### config.mk
export PLATFORM = sky130hd
export DESIGN_NAME = source_char_tokenizer
export DESIGN_NICKNAME = d
export VERILOG_FILES = /design/src/sv/stc_pkg.sv /design/src/sv/source_char_tokenizer.sv /design/src/sv/stc_front.sv /design/src/sv/stc_byteq.sv /design/src/sv/stc_back.sv /design/src/sv/stc_tokq.sv
export SDC_FILE = /design/constraint.sdc
export NUM_CORES = 1
export LEC_CHECK = 0
export BUFFER_PORTS_ARGS = -buffer_cell sky130_fd_sc_hd__buf_2
export CORE_UTILIZATION = 35
export CTS_CLUSTER_SIZE = 16
export DETAILED_ROUTE_END_ITERATION = 12
export SETUP_SLACK_MARGIN = 0.5
export SLEW_MARGIN = 20
export SYNTH_ARGS = -nofsm -noshare
export SYNTH_HDL_FRONTEND = slang
export SYNTH_SLANG_ARGS = --single-unit
### constraint.sdc
create_clock -name clk -period 12.45 [get_ports clk]
set_input_delay 1.8675 -clock clk [delete_from_list [all_inputs] [get_ports clk]]
set_output_delay 1.8675 -clock clk [all_outputs]
set_load 0.03 [all_outputs]
### src/sv/stc_pkg.sv
package stc_pkg;

    // fixed widths of the output word fields
    localparam int OFS_W      = 24;
    localparam int LINE_OUT_W = 16;
    localparam int LEN_W      = 16;
    localparam logic [LEN_W-1:0] LEN_MAX = {LEN_W{1'b1}};

    // keyword prefix store: first six bytes, byte i in bits 8i+7..8i
    localparam int PFX_BYTES = 6;
    localparam int PFX_W     = 8 * PFX_BYTES;
    localparam logic [PFX_W-1:0] PFX_INT    = 48'h0000_0074_6E69;
    localparam logic [PFX_W-1:0] PFX_RETURN = 48'h6E72_7574_6572;
    localparam logic [LEN_W-1:0] LEN_KW_INT    = 16'd3;
    localparam logic [LEN_W-1:0] LEN_KW_RETURN = 16'd6;

    localparam logic [7:0] CH_LF = 8'h0A;

    // defaults for top-level parameters
    localparam int DEF_POSITION_WIDTH = 24;
    localparam int DEF_LINE_WIDTH     = 16;

    // queue depths (token queue depth must be a power of two)
    localparam int BQ_DEPTH = 2;
    localparam int TQ_DEPTH = 4;

    // config port
    localparam int APB_ADDR_W = 1;
    localparam int APB_DATA_W = 32;
    localparam logic [APB_ADDR_W-1:0] REG_START_LINE = 1'b0;
    localparam logic [15:0] START_LINE_RESET = 16'd1;

    typedef enum logic [2:0] {
        CLS_SPACE,
        CLS_ALPHA,
        CLS_DIGIT,
        CLS_PUNCT,
        CLS_EOF,
        CLS_UNKNOWN
    } cls_t;

    typedef enum logic [1:0] {
        MODE_IDLE,
        MODE_IDENT,
        MODE_INT
    } mode_t;

    typedef enum logic [2:0] {
        KIND_IDENT     = 3'd0,
        KIND_INTEGER   = 3'd1,
        KIND_KW_INT    = 3'd2,
        KIND_KW_RETURN = 3'd3,
        KIND_PUNCT     = 3'd4,
        KIND_UNKNOWN   = 3'd5,
        KIND_EOF       = 3'd6
    } kind_t;

    typedef struct packed {
        logic [7:0] ch;
        logic       final_byte;
    } in_word_t;

    typedef struct packed {
        kind_t                 kind;
        logic [LINE_OUT_W-1:0] line;
        logic [OFS_W-1:0]      start_offset;
        logic [LEN_W-1:0]      length;
        logic                  last_of_run;
    } tok_t;

    // classified byte handed from front to back
    typedef struct packed {
        cls_t                  cls;
        logic [7:0]            ch;
        logic                  final_byte;
        logic [OFS_W-1:0]      pos;
        logic [LINE_OUT_W-1:0] line;
    } byte_item_t;

    // up to two tokens written per cycle into the token queue
    typedef struct packed {
        logic [1:0] cnt;
        tok_t       t0;
        tok_t       t1;
    } tok_push_t;

    function automatic cls_t classify(input logic [7:0] c);
        cls_t r;
        case (c) inside
            8'h20, [8'h09:8'h0D]:                 r = CLS_SPACE;
            [8'h61:8'h7A], [8'h41:8'h5A]:         r = CLS_ALPHA;
            [8'h30:8'h39]:                        r = CLS_DIGIT;
            8'h28, 8'h29, 8'h7B, 8'h7D, 8'h3B:    r = CLS_PUNCT;
            8'h00:                                r = CLS_EOF;
            default:                              r = CLS_UNKNOWN;
        endcase
        return r;
    endfunction

    function automatic kind_t open_kind(input mode_t m, input logic [LEN_W-1:0] len,
                                        input logic [PFX_W-1:0] pfx);
        kind_t r;
        r = KIND_INTEGER;
        if (m == MODE_IDENT) begin
            if (len == LEN_KW_INT && pfx == PFX_INT)
                r = KIND_KW_INT;
            else if (len == LEN_KW_RETURN && pfx == PFX_RETURN)
                r = KIND_KW_RETURN;
            else
                r = KIND_IDENT;
        end
        return r;
    endfunction

endpackage

### src/sv/source_char_tokenizer.sv
// Bytes pass through the byte queue to the scanner, whose tokens go to the token queue (head on tok).
// Throughput: one byte per cycle while the token queue has room for two tokens; each byte may queue
// up to two tokens, and one token leaves per pop, so the single result port sets the rate when
// tokens outnumber bytes. Reset (rst_n low, async): queues empty, scanner idle, byte position 0,
// start_line and line counter 1. No clearing pass; the block takes words once reset is released.
module source_char_tokenizer #(
    parameter int POSITION_WIDTH = stc_pkg::DEF_POSITION_WIDTH,
    parameter int LINE_WIDTH     = stc_pkg::DEF_LINE_WIDTH
) (
    input  logic                            clk,
    input  logic                            rst_n,
    // byte input queue side
    input  logic                            push,
    output logic                            full,
    input  stc_pkg::in_word_t               src,
    // token output queue side
    output logic                            empty,
    input  logic                            pop,
    output stc_pkg::tok_t                   tok,
    // config port
    input  logic                            psel,
    input  logic                            penable,
    input  logic                            pwrite,
    input  logic [stc_pkg::APB_ADDR_W-1:0]  paddr,
    input  logic [stc_pkg::APB_DATA_W-1:0]  pwdata,
    output logic [stc_pkg::APB_DATA_W-1:0]  prdata,
    output logic                            pready
);

    logic                accept;
    stc_pkg::byte_item_t front_item;
    stc_pkg::byte_item_t back_item;
    logic                bq_empty;
    logic                bq_pop;
    logic                tq_room2;
    logic                tq_empty;
    stc_pkg::tok_push_t  tpush;

    // a word is taken whenever the byte queue has a free slot
    assign accept = push && !full;

    // Front: position/line tracking, char classification, config register.
    // Position and line ride with each byte so the back end never sees config.
    stc_front #(
        .POSITION_WIDTH (POSITION_WIDTH),
        .LINE_WIDTH     (LINE_WIDTH)
    ) u_front (
        .clk     (clk),
        .rst_n   (rst_n),
        .accept  (accept),
        .src     (src),
        .item    (front_item),
        .psel    (psel),
        .penable (penable),
        .pwrite  (pwrite),
        .paddr   (paddr),
        .pwdata  (pwdata),
        .prdata  (prdata),
        .pready  (pready)
    );

    // short queue of classified bytes between front and back
    stc_byteq u_byteq (
        .clk     (clk),
        .rst_n   (rst_n),
        .wr_en   (accept),
        .wr_data (front_item),
        .rd_en   (bq_pop),
        .rd_data (back_item),
        .full    (full),
        .empty   (bq_empty)
    );

    // Back: token scanner. Takes one byte when the token queue has room for two tokens
    // (close of the open token plus a one-byte token or the final flush).
    stc_back u_back (
        .clk        (clk),
        .rst_n      (rst_n),
        .item       (back_item),
        .item_valid (!bq_empty),
        .item_pop   (bq_pop),
        .room2      (tq_room2),
        .tpush      (tpush)
    );

    // token queue; head entry drives the result ports
    stc_tokq u_tokq (
        .clk     (clk),
        .rst_n   (rst_n),
        .tpush   (tpush),
        .rd_en   (pop && !tq_empty),
        .rd_data (tok),
        .room2   (tq_room2),
        .empty   (tq_empty)
    );

    assign empty = tq_empty;

endmodule

### src/sv/stc_front.sv
module stc_front #(
    parameter int POSITION_WIDTH = stc_pkg::DEF_POSITION_WIDTH,
    parameter int LINE_WIDTH     = stc_pkg::DEF_LINE_WIDTH
) (
    input  logic                            clk,
    input  logic                            rst_n,
    input  logic                            accept,
    input  stc_pkg::in_word_t               src,
    output stc_pkg::byte_item_t             item,
    input  logic                            psel,
    input  logic                            penable,
    input  logic                            pwrite,
    input  logic [stc_pkg::APB_ADDR_W-1:0]  paddr,
    input  logic [stc_pkg::APB_DATA_W-1:0]  pwdata,
    output logic [stc_pkg::APB_DATA_W-1:0]  prdata,
    output logic                            pready
);

    localparam logic [POSITION_WIDTH-1:0] POS_MAX  = {POSITION_WIDTH{1'b1}};
    localparam logic [LINE_WIDTH-1:0]     LINE_MAX = {LINE_WIDTH{1'b1}};
    localparam logic [31:0] LINE_MAX32 = 32'((64'd1 << LINE_WIDTH) - 64'd1);

    logic [POSITION_WIDTH-1:0] pos_reg, pos_next;
    logic [LINE_WIDTH-1:0]     line_reg, line_next;
    logic [15:0]               start_line_reg, start_line_next;
    logic                      cfg_wr;
    logic [31:0]               wr_val;
    logic [31:0]               wr_clamped;

    assign pready = 1'b1;
    assign cfg_wr = psel && penable && pwrite && pready && (paddr == stc_pkg::REG_START_LINE);

    // start_line is clamped to the line counter range
    assign wr_val     = 32'(pwdata[15:0]);
    assign wr_clamped = (wr_val > LINE_MAX32) ? LINE_MAX32 : wr_val;

    always_comb
    begin
        prdata = '0;
        if (paddr == stc_pkg::REG_START_LINE)
            prdata = 32'(start_line_reg);
    end

    always_comb
    begin
        pos_next        = pos_reg;
        line_next       = line_reg;
        start_line_next = start_line_reg;
        if (cfg_wr)
        begin
            start_line_next = 16'(wr_clamped);
            line_next       = LINE_WIDTH'(wr_clamped);
        end
        else if (accept)
        begin
            if (pos_reg != POS_MAX)
                pos_next = pos_reg + 1'b1;
            if (src.ch == stc_pkg::CH_LF && line_reg != LINE_MAX)
                line_next = line_reg + 1'b1;
        end
    end

    always_ff @(posedge clk or negedge rst_n)
    begin
        if (!rst_n)
        begin
            pos_reg        <= '0;
            line_reg       <= LINE_WIDTH'(stc_pkg::START_LINE_RESET);
            start_line_reg <= stc_pkg::START_LINE_RESET;
        end
        else
        begin
            pos_reg        <= pos_next;
            line_reg       <= line_next;
            start_line_reg <= start_line_next;
        end
    end

    // position and line as seen before this byte, masked to output widths
    always_comb
    begin
        item.cls        = stc_pkg::classify(src.ch);
        item.ch         = src.ch;
        item.final_byte = src.final_byte;
        item.pos        = stc_pkg::OFS_W'(pos_reg);
        item.line       = stc_pkg::LINE_OUT_W'(line_reg);
    end

endmodule

### src/sv/stc_byteq.sv
module stc_byteq (
    input  logic                clk,
    input  logic                rst_n,
    input  logic                wr_en,
    input  stc_pkg::byte_item_t wr_data,
    input  logic                rd_en,
    output stc_pkg::byte_item_t rd_data,
    output logic                full,
    output logic                empty
);

    localparam int DEPTH = stc_pkg::BQ_DEPTH;
    localparam int PTR_W = (DEPTH > 1) ? $clog2(DEPTH) : 1;
    localparam int CNT_W = $clog2(DEPTH + 1);
    localparam logic [PTR_W-1:0] PTR_LAST = PTR_W'(DEPTH - 1);

    stc_pkg::byte_item_t slot_reg [DEPTH];
    logic [PTR_W-1:0] wr_ptr_reg, wr_ptr_next;
    logic [PTR_W-1:0] rd_ptr_reg, rd_ptr_next;
    logic [CNT_W-1:0] cnt_reg, cnt_next;

    assign full    = (cnt_reg == CNT_W'(DEPTH));
    assign empty   = (cnt_reg == '0);
    assign rd_data = slot_reg[rd_ptr_reg];

    always_comb
    begin
        wr_ptr_next = wr_ptr_reg;
        rd_ptr_next = rd_ptr_reg;
        cnt_next    = cnt_reg;
        if (wr_en)
            wr_ptr_next = (wr_ptr_reg == PTR_LAST) ? '0 : wr_ptr_reg + 1'b1;
        if (rd_en)
            rd_ptr_next = (rd_ptr_reg == PTR_LAST) ? '0 : rd_ptr_reg + 1'b1;
        if (wr_en && !rd_en)
            cnt_next = cnt_reg + 1'b1;
        else if (!wr_en && rd_en)
            cnt_next = cnt_reg - 1'b1;
    end

    always_ff @(posedge clk or negedge rst_n)
    begin
        if (!rst_n)
        begin
            wr_ptr_reg <= '0;
            rd_ptr_reg <= '0;
            cnt_reg    <= '0;
        end
        else
        begin
            wr_ptr_reg <= wr_ptr_next;
            rd_ptr_reg <= rd_ptr_next;
            cnt_reg    <= cnt_next;
        end
    end

    always_ff @(posedge clk)
    begin
        if (wr_en)
            slot_reg[wr_ptr_reg] <= wr_data;
    end

endmodule

### src/sv/stc_back.sv
module stc_back (
    input  logic                clk,
    input  logic                rst_n,
    input  stc_pkg::byte_item_t item,
    input  logic                item_valid,
    output logic                item_pop,
    input  logic                room2,
    output stc_pkg::tok_push_t  tpush
);

    localparam int LEN_W = stc_pkg::LEN_W;

    stc_pkg::mode_t            mode_reg, mode_next;
    logic [stc_pkg::OFS_W-1:0]      open_start_reg, open_start_next;
    logic [stc_pkg::LINE_OUT_W-1:0] open_line_reg, open_line_next;
    logic [LEN_W-1:0]               open_len_reg, open_len_next;
    logic [stc_pkg::PFX_W-1:0]      pfx_reg, pfx_next;

    logic          extended;
    logic          have_close;
    logic          have_second;
    stc_pkg::tok_t close_tok;
    stc_pkg::tok_t second_tok;

    assign item_pop = item_valid && room2;

    always_comb
    begin
        mode_next       = mode_reg;
        open_start_next = open_start_reg;
        open_line_next  = open_line_reg;
        open_len_next   = open_len_reg;
        pfx_next        = pfx_reg;
        have_close      = 1'b0;
        have_second     = 1'b0;

        close_tok.kind         = stc_pkg::open_kind(mode_reg, open_len_reg, pfx_reg);
        close_tok.line         = open_line_reg;
        close_tok.start_offset = open_start_reg;
        close_tok.length       = open_len_reg;
        close_tok.last_of_run  = 1'b0;

        second_tok.kind         = stc_pkg::KIND_UNKNOWN;
        second_tok.line         = item.line;
        second_tok.start_offset = item.pos;
        second_tok.length       = LEN_W'(1);
        second_tok.last_of_run  = 1'b1;

        extended = ((mode_reg == stc_pkg::MODE_IDENT) &&
                    (item.cls == stc_pkg::CLS_ALPHA || item.cls == stc_pkg::CLS_DIGIT)) ||
                   ((mode_reg == stc_pkg::MODE_INT) && (item.cls == stc_pkg::CLS_DIGIT));

        if (extended)
        begin
            for (int i = 0; i < stc_pkg::PFX_BYTES; i++)
            begin
                if (open_len_reg == LEN_W'(i))
                    pfx_next[8*i +: 8] = pfx_reg[8*i +: 8] | item.ch;
            end
            if (open_len_reg != stc_pkg::LEN_MAX)
                open_len_next = open_len_reg + 1'b1;
        end
        else
        begin
            have_close = (mode_reg == stc_pkg::MODE_IDENT) || (mode_reg == stc_pkg::MODE_INT);
            mode_next  = stc_pkg::MODE_IDLE;
            case (item.cls)
                stc_pkg::CLS_SPACE:
                begin
                end
                stc_pkg::CLS_ALPHA, stc_pkg::CLS_DIGIT:
                begin
                    mode_next       = (item.cls == stc_pkg::CLS_ALPHA) ?
                                      stc_pkg::MODE_IDENT : stc_pkg::MODE_INT;
                    open_start_next = item.pos;
                    open_line_next  = item.line;
                    open_len_next   = LEN_W'(1);
                    pfx_next        = stc_pkg::PFX_W'(item.ch);
                end
                stc_pkg::CLS_PUNCT:
                begin
                    have_second     = 1'b1;
                    second_tok.kind = stc_pkg::KIND_PUNCT;
                end
                stc_pkg::CLS_EOF:
                begin
                    have_second     = 1'b1;
                    second_tok.kind = stc_pkg::KIND_EOF;
                end
                default:
                begin
                    have_second     = 1'b1;
                    second_tok.kind = stc_pkg::KIND_UNKNOWN;
                end
            endcase
        end

        // last byte flushes whatever token is open after this byte
        if (item.final_byte &&
            (mode_next == stc_pkg::MODE_IDENT || mode_next == stc_pkg::MODE_INT))
        begin
            have_second             = 1'b1;
            second_tok.kind         = stc_pkg::open_kind(mode_next, open_len_next, pfx_next);
            second_tok.line         = open_line_next;
            second_tok.start_offset = open_start_next;
            second_tok.length       = open_len_next;
            mode_next               = stc_pkg::MODE_IDLE;
        end

        close_tok.last_of_run = !have_second;

        tpush.cnt = '0;
        if (item_pop)
            tpush.cnt = 2'(have_close) + 2'(have_second);
        tpush.t0 = have_close ? close_tok : second_tok;
        tpush.t1 = second_tok;
    end

    always_ff @(posedge clk or negedge rst_n)
    begin
        if (!rst_n)
        begin
            mode_reg       <= stc_pkg::MODE_IDLE;
            open_start_reg <= '0;
            open_line_reg  <= '0;
            open_len_reg   <= '0;
            pfx_reg        <= '0;
        end
        else if (item_pop)
        begin
            mode_reg       <= mode_next;
            open_start_reg <= open_start_next;
            open_line_reg  <= open_line_next;
            open_len_reg   <= open_len_next;
            pfx_reg        <= pfx_next;
        end
    end

endmodule

### src/sv/stc_tokq.sv
module stc_tokq (
    input  logic               clk,
    input  logic               rst_n,
    input  stc_pkg::tok_push_t tpush,
    input  logic               rd_en,
    output stc_pkg::tok_t      rd_data,
    output logic               room2,
    output logic               empty
);

    localparam int DEPTH = stc_pkg::TQ_DEPTH;
    localparam int PTR_W = $clog2(DEPTH);
    localparam int CNT_W = $clog2(DEPTH + 1);

    stc_pkg::tok_t slot_reg [DEPTH];
    logic [PTR_W-1:0] wr_ptr_reg, rd_ptr_reg;
    logic [CNT_W-1:0] cnt_reg, cnt_next;
    logic [PTR_W-1:0] wr_ptr_p1;

    assign empty     = (cnt_reg == '0);
    assign room2     = (cnt_reg <= CNT_W'(DEPTH - 2));
    assign rd_data   = slot_reg[rd_ptr_reg];
    assign wr_ptr_p1 = wr_ptr_reg + 1'b1;
    assign cnt_next  = cnt_reg + CNT_W'(tpush.cnt) - CNT_W'(rd_en);

    always_ff @(posedge clk or negedge rst_n)
    begin
        if (!rst_n)
        begin
            wr_ptr_reg <= '0;
            rd_ptr_reg <= '0;
            cnt_reg    <= '0;
        end
        else
        begin
            wr_ptr_reg <= wr_ptr_reg + PTR_W'(tpush.cnt);
            rd_ptr_reg <= rd_ptr_reg + PTR_W'(rd_en);
            cnt_reg    <= cnt_next;
        end
    end

    always_ff @(posedge clk)
    begin
        if (tpush.cnt != 2'd0)
            slot_reg[wr_ptr_reg] <= tpush.t0;
        if (tpush.cnt == 2'd2)
            slot_reg[wr_ptr_p1] <= tpush.t1;
    end

endmodule

After elaboration in Yosys (flattened, before gate mapping)
Memory sizes are Yosys's and may differ from the RTL's.
Cells that the tools add are included.
Widths: inputs -> output; s select.
{"block": "classes", "magnitude_cmp": 10, "bitwise_logic": 8, "add_sub_neg": 13, "shifts": 0, "mux": 54, "n_div": 0, "eq_ne": 32, "multipliers": 0, "n_reduce_logical": 46}
{"operator": "$mux 16", "count": 10}
{"operator": "$eq 48x23->1 const B", "count": 2}
{"operator": "$eq 48x47->1 const B", "count": 2}
{"operator": "$mux 48", "count": 2}
{"operator": "$eq 16x3->1 const B", "count": 4}
{"operator": "$mux 60", "count": 1}
{"operator": "$mux 59", "count": 1}
{"operator": "$eq 16x2->1 const B", "count": 3}
{"operator": "$mux 24", "count": 2}
{"operator": "$mux 8", "count": 6}
{"operator": "$or 8x8->8", "count": 6}
{"operator": "$add 16x1->16 const B", "count": 2}
{"operator": "$eq 8x6->1 const B", "count": 4}
{"operator": "$ne 16x16->1 const B", "count": 2}
{"operator": "$mux 3", "count": 9}
{"operator": "$add 24x1->24 const B", "count": 1}
{"operator": "$ne 24x24->1 const B", "count": 1}
{"operator": "$logic_and 1x1->1", "count": 20}
{"operator": "$mux 2", "count": 9}
{"operator": "$eq 16x1->1 const B", "count": 1}
{"operator": "$eq 8x7->1 const B", "count": 2}
{"operator": "$ge 8x7->1 const B", "count": 2}
{"operator": "$gt 16x16->1 const B", "count": 1}
{"operator": "$le 8x7->1 const B", "count": 2}
{"operator": "34 further kinds", "count": 68}
{"block": "word_totals", "input_bits": 49, "latch_bits": 0, "mem_count": 2, "ram_bits": 344, "mem_bits_ro": 0, "register_bits": 173}
{"memory": "u_tokq.slot_reg", "depth": 4, "word_bits": 60, "read_ports": 1, "rd_ports_with_merged_regs": 0, "write_ports": 2, "line_no": "stc_tokq.sv:15", "text": "stc_pkg::tok_t slot_reg [DEPTH];"}
{"memory": "u_byteq.slot_reg", "depth": 2, "word_bits": 52, "read_ports": 1, "rd_ports_with_merged_regs": 0, "write_ports": 1, "line_no": "stc_byteq.sv:17", "text": "stc_pkg::byte_item_t slot_reg [DEPTH];"}

Longest topological paths before layout
An unclocked memory read counts as a cell.
{"block": "depth", "depth_word": 15, "mapped_depth": 22, "depth_no_buf": 18}

Cells and area by module
From an unflattened synthesis, not the netlist that was laid out.
{"block": "hier_totals", "hier_cells": 1972, "area_unflattened_um2": 26695.6}
{"mod": "stc_tokq", "cells_each": 620, "area_per_inst_um2": 12000.3, "seq_area_each_um2": 7382.1, "instances": 1}
{"mod": "stc_back", "cells_each": 818, "area_per_inst_um2": 7205.7, "seq_area_each_um2": 2652.5, "instances": 1}
{"mod": "stc_byteq", "cells_each": 178, "area_per_inst_um2": 4190.3, "seq_area_each_um2": 3223.1, "instances": 1}
{"mod": "stc_front", "cells_each": 353, "area_per_inst_um2": 3268.1, "seq_area_each_um2": 1403.8, "instances": 1}
{"mod": "source_char_tokenizer", "cells_each": 3, "area_per_inst_um2": 31.3, "seq_area_each_um2": 0.0, "instances": 1}

Worst setup path before layout
Ideal clock, no wire load.
{"block": "synth_path", "kind": "reg2reg", "startpoint": "register u_byteq.rd_ptr_reg", "endpoint": "memory u_tokq.slot_reg[3][10] (netlist name), enable pin", "synth_period_minus_slack_ps": 5308, "arrival_ps": 4653, "slack_ps": 7142, "path_stages_with_launch": 15, "t_required_ps": 11795, "cell_sequence": "dfrtp_1 > buf_2 > buf_2 > buf_2 > buf_1 > clkbuf_1 > buf_1 > o2111ai_1 > ha_1 > and2_1 > nand2b_1 > clkbuf_1 > nand3_1 > clkbuf_1 > nand2_1"}
{"item": "start: declaration", "line_no": "stc_byteq.sv:19", "text": "logic [PTR_W-1:0] rd_ptr_reg, rd_ptr_next;"}
{"item": "start signal: assignment", "line_no": "stc_byteq.sv:52", "text": "rd_ptr_reg <= rd_ptr_next;"}
{"item": "end: declaration", "line_no": "stc_tokq.sv:15"}

==> results.toml <==
[status]
status = "finished clean"

[placement]
dpl_worst_slack_ns = 5.56
gp_congestion = 0.900
portBuffers = 110
post-dp-hpwl_mm = 44.6
dp_cells = 3254

[final_layout]
largest_reg_flops = 240
drive_above_1_share_pct = 13.9
nNetsFinal = 2429
antenna_cells = 0
area_growth_pct = 13.2
n_fill_cell = 6788
fin_cells = 3360

[die]
io_pins = 144
fp.dieW_um = 271
rows = 98
start_util_pct = 35.4
fp.dieH_um = 271
die_area_um2 = 73300
core_region_area_um2 = 71500

[clock_network]
cts_tree = "yes"
htreeDepth = 2
post_cts_buffers = 0
cts-root-buf = "clkbuf_16"
cts.sinks = 517
hold_buffers = 0
ctsResizeCount = 0
cts_buffer_depth = 3
clk_latency_ns = 0.63
cts_inserted_buffers = 56
cts.reportedPaths.clkPinSlew_ns = 0.06

[flow_run]
cap_viol_max_count = 0

[sta]
setup_tns_ns = 0
rsz0062_at_grt = "no"
max_slew_margin_pct = 27.9
fmax_ghz = 0.145
hold_viol = 0
layout_setup_ws_ns = 5.55
skew_ns = 0.0221
maxSlewViolCount = 0
final-setup-viol-count = 0
finalCritPeriodShare_pct = 55.4
hold_ws_ns = 0.462
fin_crit_ns = 6.90
worstMarginPinSlew_ns = 1.08

[synthesis]
yosys_most_used_dff = "edfxtp_1"
syn-cell-area_um2 = 25300
synth_fa_ha_area_share_pct = 0.921
synth-async-reset-ratio_pct = 33.5
avgSynthCellArea_um2 = 10.9
synth_xor_area_share_pct = 1.73
synth_compound_area_share_pct = 13.5
synth_top_family_by_area = "simple AND/OR/NAND/NOR gates"
synthCells = 2312
ys_seq_area_share_pct = 57.9
synth_edf_count = 340
yosys.area_share.simple_pct = 14.6
ys_ff_latch = 517
yosysWarnings = 0
synthMuxAreaShare_pct = 8.29
yosysUniqueCellTypes = 81

[worst_setup_path]
crit_start = "u_byteq.rd_ptr_reg$_DFFE_PN0P_"
critPathSlowestCell = "clkinv_2"
cp_top_family = "simple AND/OR/NAND/NOR gates"
start_kind = "flip-flop"
crit_type = "reg -> reg"
crit_cells = 11
crit_path_max_fanout = 40
cp-end-kind = "flip-flop"
worstPathRequired_ns = 12.71
r2r_start = "u_byteq.rd_ptr_reg$_DFFE_PN0P_"
critPathMaxStageDelay_ns = 0.88
path_cells = "mux2i_1 -> o21ai_1 -> buf_4 -> nand2b_1 -> clkinv_2 -> ha_1 -> and2_1 -> nand2b_1 -> nand2_1 -> nand2_2 -> buf_4"
reg2regPathDepth = 11
cp_num_buf_inv = 3
cp.arrival_ns = 7.16

[detailed_routing]
dr_total_vias = 19032
viasPerCell = 5.66
routedWlPerCell_um = 21.9
drt_iter0_markers = 1961
wirelength_mm = 73.5
drc_errors = 0
dr.pass1.iters = 5
antenna_left = 0

[global_route]
grt.overflow.total = 0
antenna_found_initial = 1
grt_max_degree = 81
grt_pass1_wl_mm = 113
grt_pass1_vias = 18868
grt_usage_pct = 19.8

[power]
switching_share_pct = 42.1
vdd_ir_drop_max_v = 0.000131
powerDensity_nw_per_um2 = 255
leakagePower_nw = 10.5
p_int_mw = 4.21
clockPowerShare_pct = 22.9
switchingPower_mw = 3.07
combPwrFrac_pct = 39.9
p_seq_share_pct = 37.1

[min_path]
hp-start = "u_front.start_line_reg[0]$_DFFE_PN1P_"
hold_path_class = "reg -> reg"
min_path_cells = 2
## path summary, 6_finish.rpt
check | endpoint | slack (ns)
min in group asynchronous | u_front.line_reg[12]$_DFFE_PN0P_ | 1.13
max in group asynchronous | u_byteq.rd_ptr_reg$_DFFE_PN0P_ | 9.35
setup reg to reg | u_tokq.slot_reg[2][3]$_DFFE_PP_ | 5.55
hold reg to reg | u_front.start_line_reg[0]$_DFFE_PN1P_ | 0.46
hold / removal | u_front.start_line_reg[0]$_DFFE_PN1P_ | 0.46
setup / recovery | u_tokq.slot_reg[2][3]$_DFFE_PP_ | 5.55
## final cells by class
type / instances / area (um^2) / area share, %
flip-flops and latches: 517 / 14600 / 51.1
inverters: 20 / 76.3 / 0.267
clock inverters: 16 / 211 / 0.739
repair buffers: 144 / 816 / 2.85
clock buffers: 90 / 1640 / 5.73
well taps: 950 / 1190 / 4.16
multi-input cells: 1623 / 10000 / 35.1
## synthesized netlist by cell type (all sizes together) (24+ instances only)
cell | number | area (um^2)
a21oi | 104 | 521
buf | 40 | 234
clkbuf | 127 | 477
dfrtp | 171 | 4280
edfxtp | 340 | 10200
mux2i | 62 | 621
mux4 | 60 | 1350
nand2 | 440 | 1650
nand3 | 40 | 205
nand4 | 31 | 209
nor2 | 155 | 592
nor3 | 24 | 131
o21ai | 325 | 1630
o22ai | 59 | 375
xnor2 | 30 | 263
## layout by cell type (no fill, tap or decap), drive strengths merged, types with 8 or more instances in the layout
| cell type | count |
|---|---|
| a21oi | 104 |
| a22o | 14 |
| a31oi | 11 |
| and2 | 11 |
| and3 | 14 |
| and4 | 9 |
| buf | 144 |
| clkbuf | 90 |
| clkinv | 12 |
| conb | 17 |
| dfrtp | 171 |
| edfxtp | 340 |
| ha | 17 |
| inv | 20 |
| mux2 | 11 |
| mux2i | 62 |
| mux4 | 60 |
| nand2 | 440 |
| nand2b | 11 |
| nand3 | 40 |
| nand4 | 31 |
| nor2 | 155 |
| nor2b | 22 |
| nor3 | 24 |
| nor4 | 21 |
| o211ai | 8 |
| o21ai | 325 |
| o22ai | 59 |
| xnor2 | 30 |
| xor2 | 20 |
## through the flow
stage / util [%] / total power [mW] / area (um^2)
after global placement: 37.4 / 5.55 / 26800
after global routing: 40.0 / 7.64 / 28600
after floorplan: - / 4.62 / 25300
after detailed placement: 37.4 / 5.62 / 26800
after CTS: 40.0 / 7.30 / 28600
final: 40.0 / 7.28 / 28600
## per-layer routing
| metal | vias up | wire, um | global-route usage (%) | share of wire (%) |
|---|---|---|---|---|
| li1 | 8609 | - | - | - |
| met1 | 9367 | 31000 | 26.3 | 42 |
| met2 | 922 | 35100 | 33.0 | 48 |
| met3 | 134 | 5520 | 3.00 | 7.5 |
| met4 | 0 | 1860 | 6.38 | 2.5 |
| met5 | - | 0 | 0 | 0 |
## tightest hold or removal path: cells and delay by family (launching register included)
kind             cells  cell delay (ns)
and+or+nand+nor      2             0.09
DFF                  1             0.37
## kinds of logic after synthesis
kind of cell	after synthesis
simple gates	813
compound gates	592
flops	517
buf+inv	187
mux	133
xor+xnor	50
fa+ha+maj	18
other cells	2
## power by group through the flow
stage	registers (mW)	logic [mW]	clock network, mW
final	2.70	2.91	1.67
after global routing	2.76	3.12	1.77
after CTS	2.70	2.90	1.69
after detailed placement	2.73	2.89	0
after global placement	2.70	2.84	0
after floorplan	2.59	2.03	0
No activity file was read; power rests on OpenSTA's default activity.
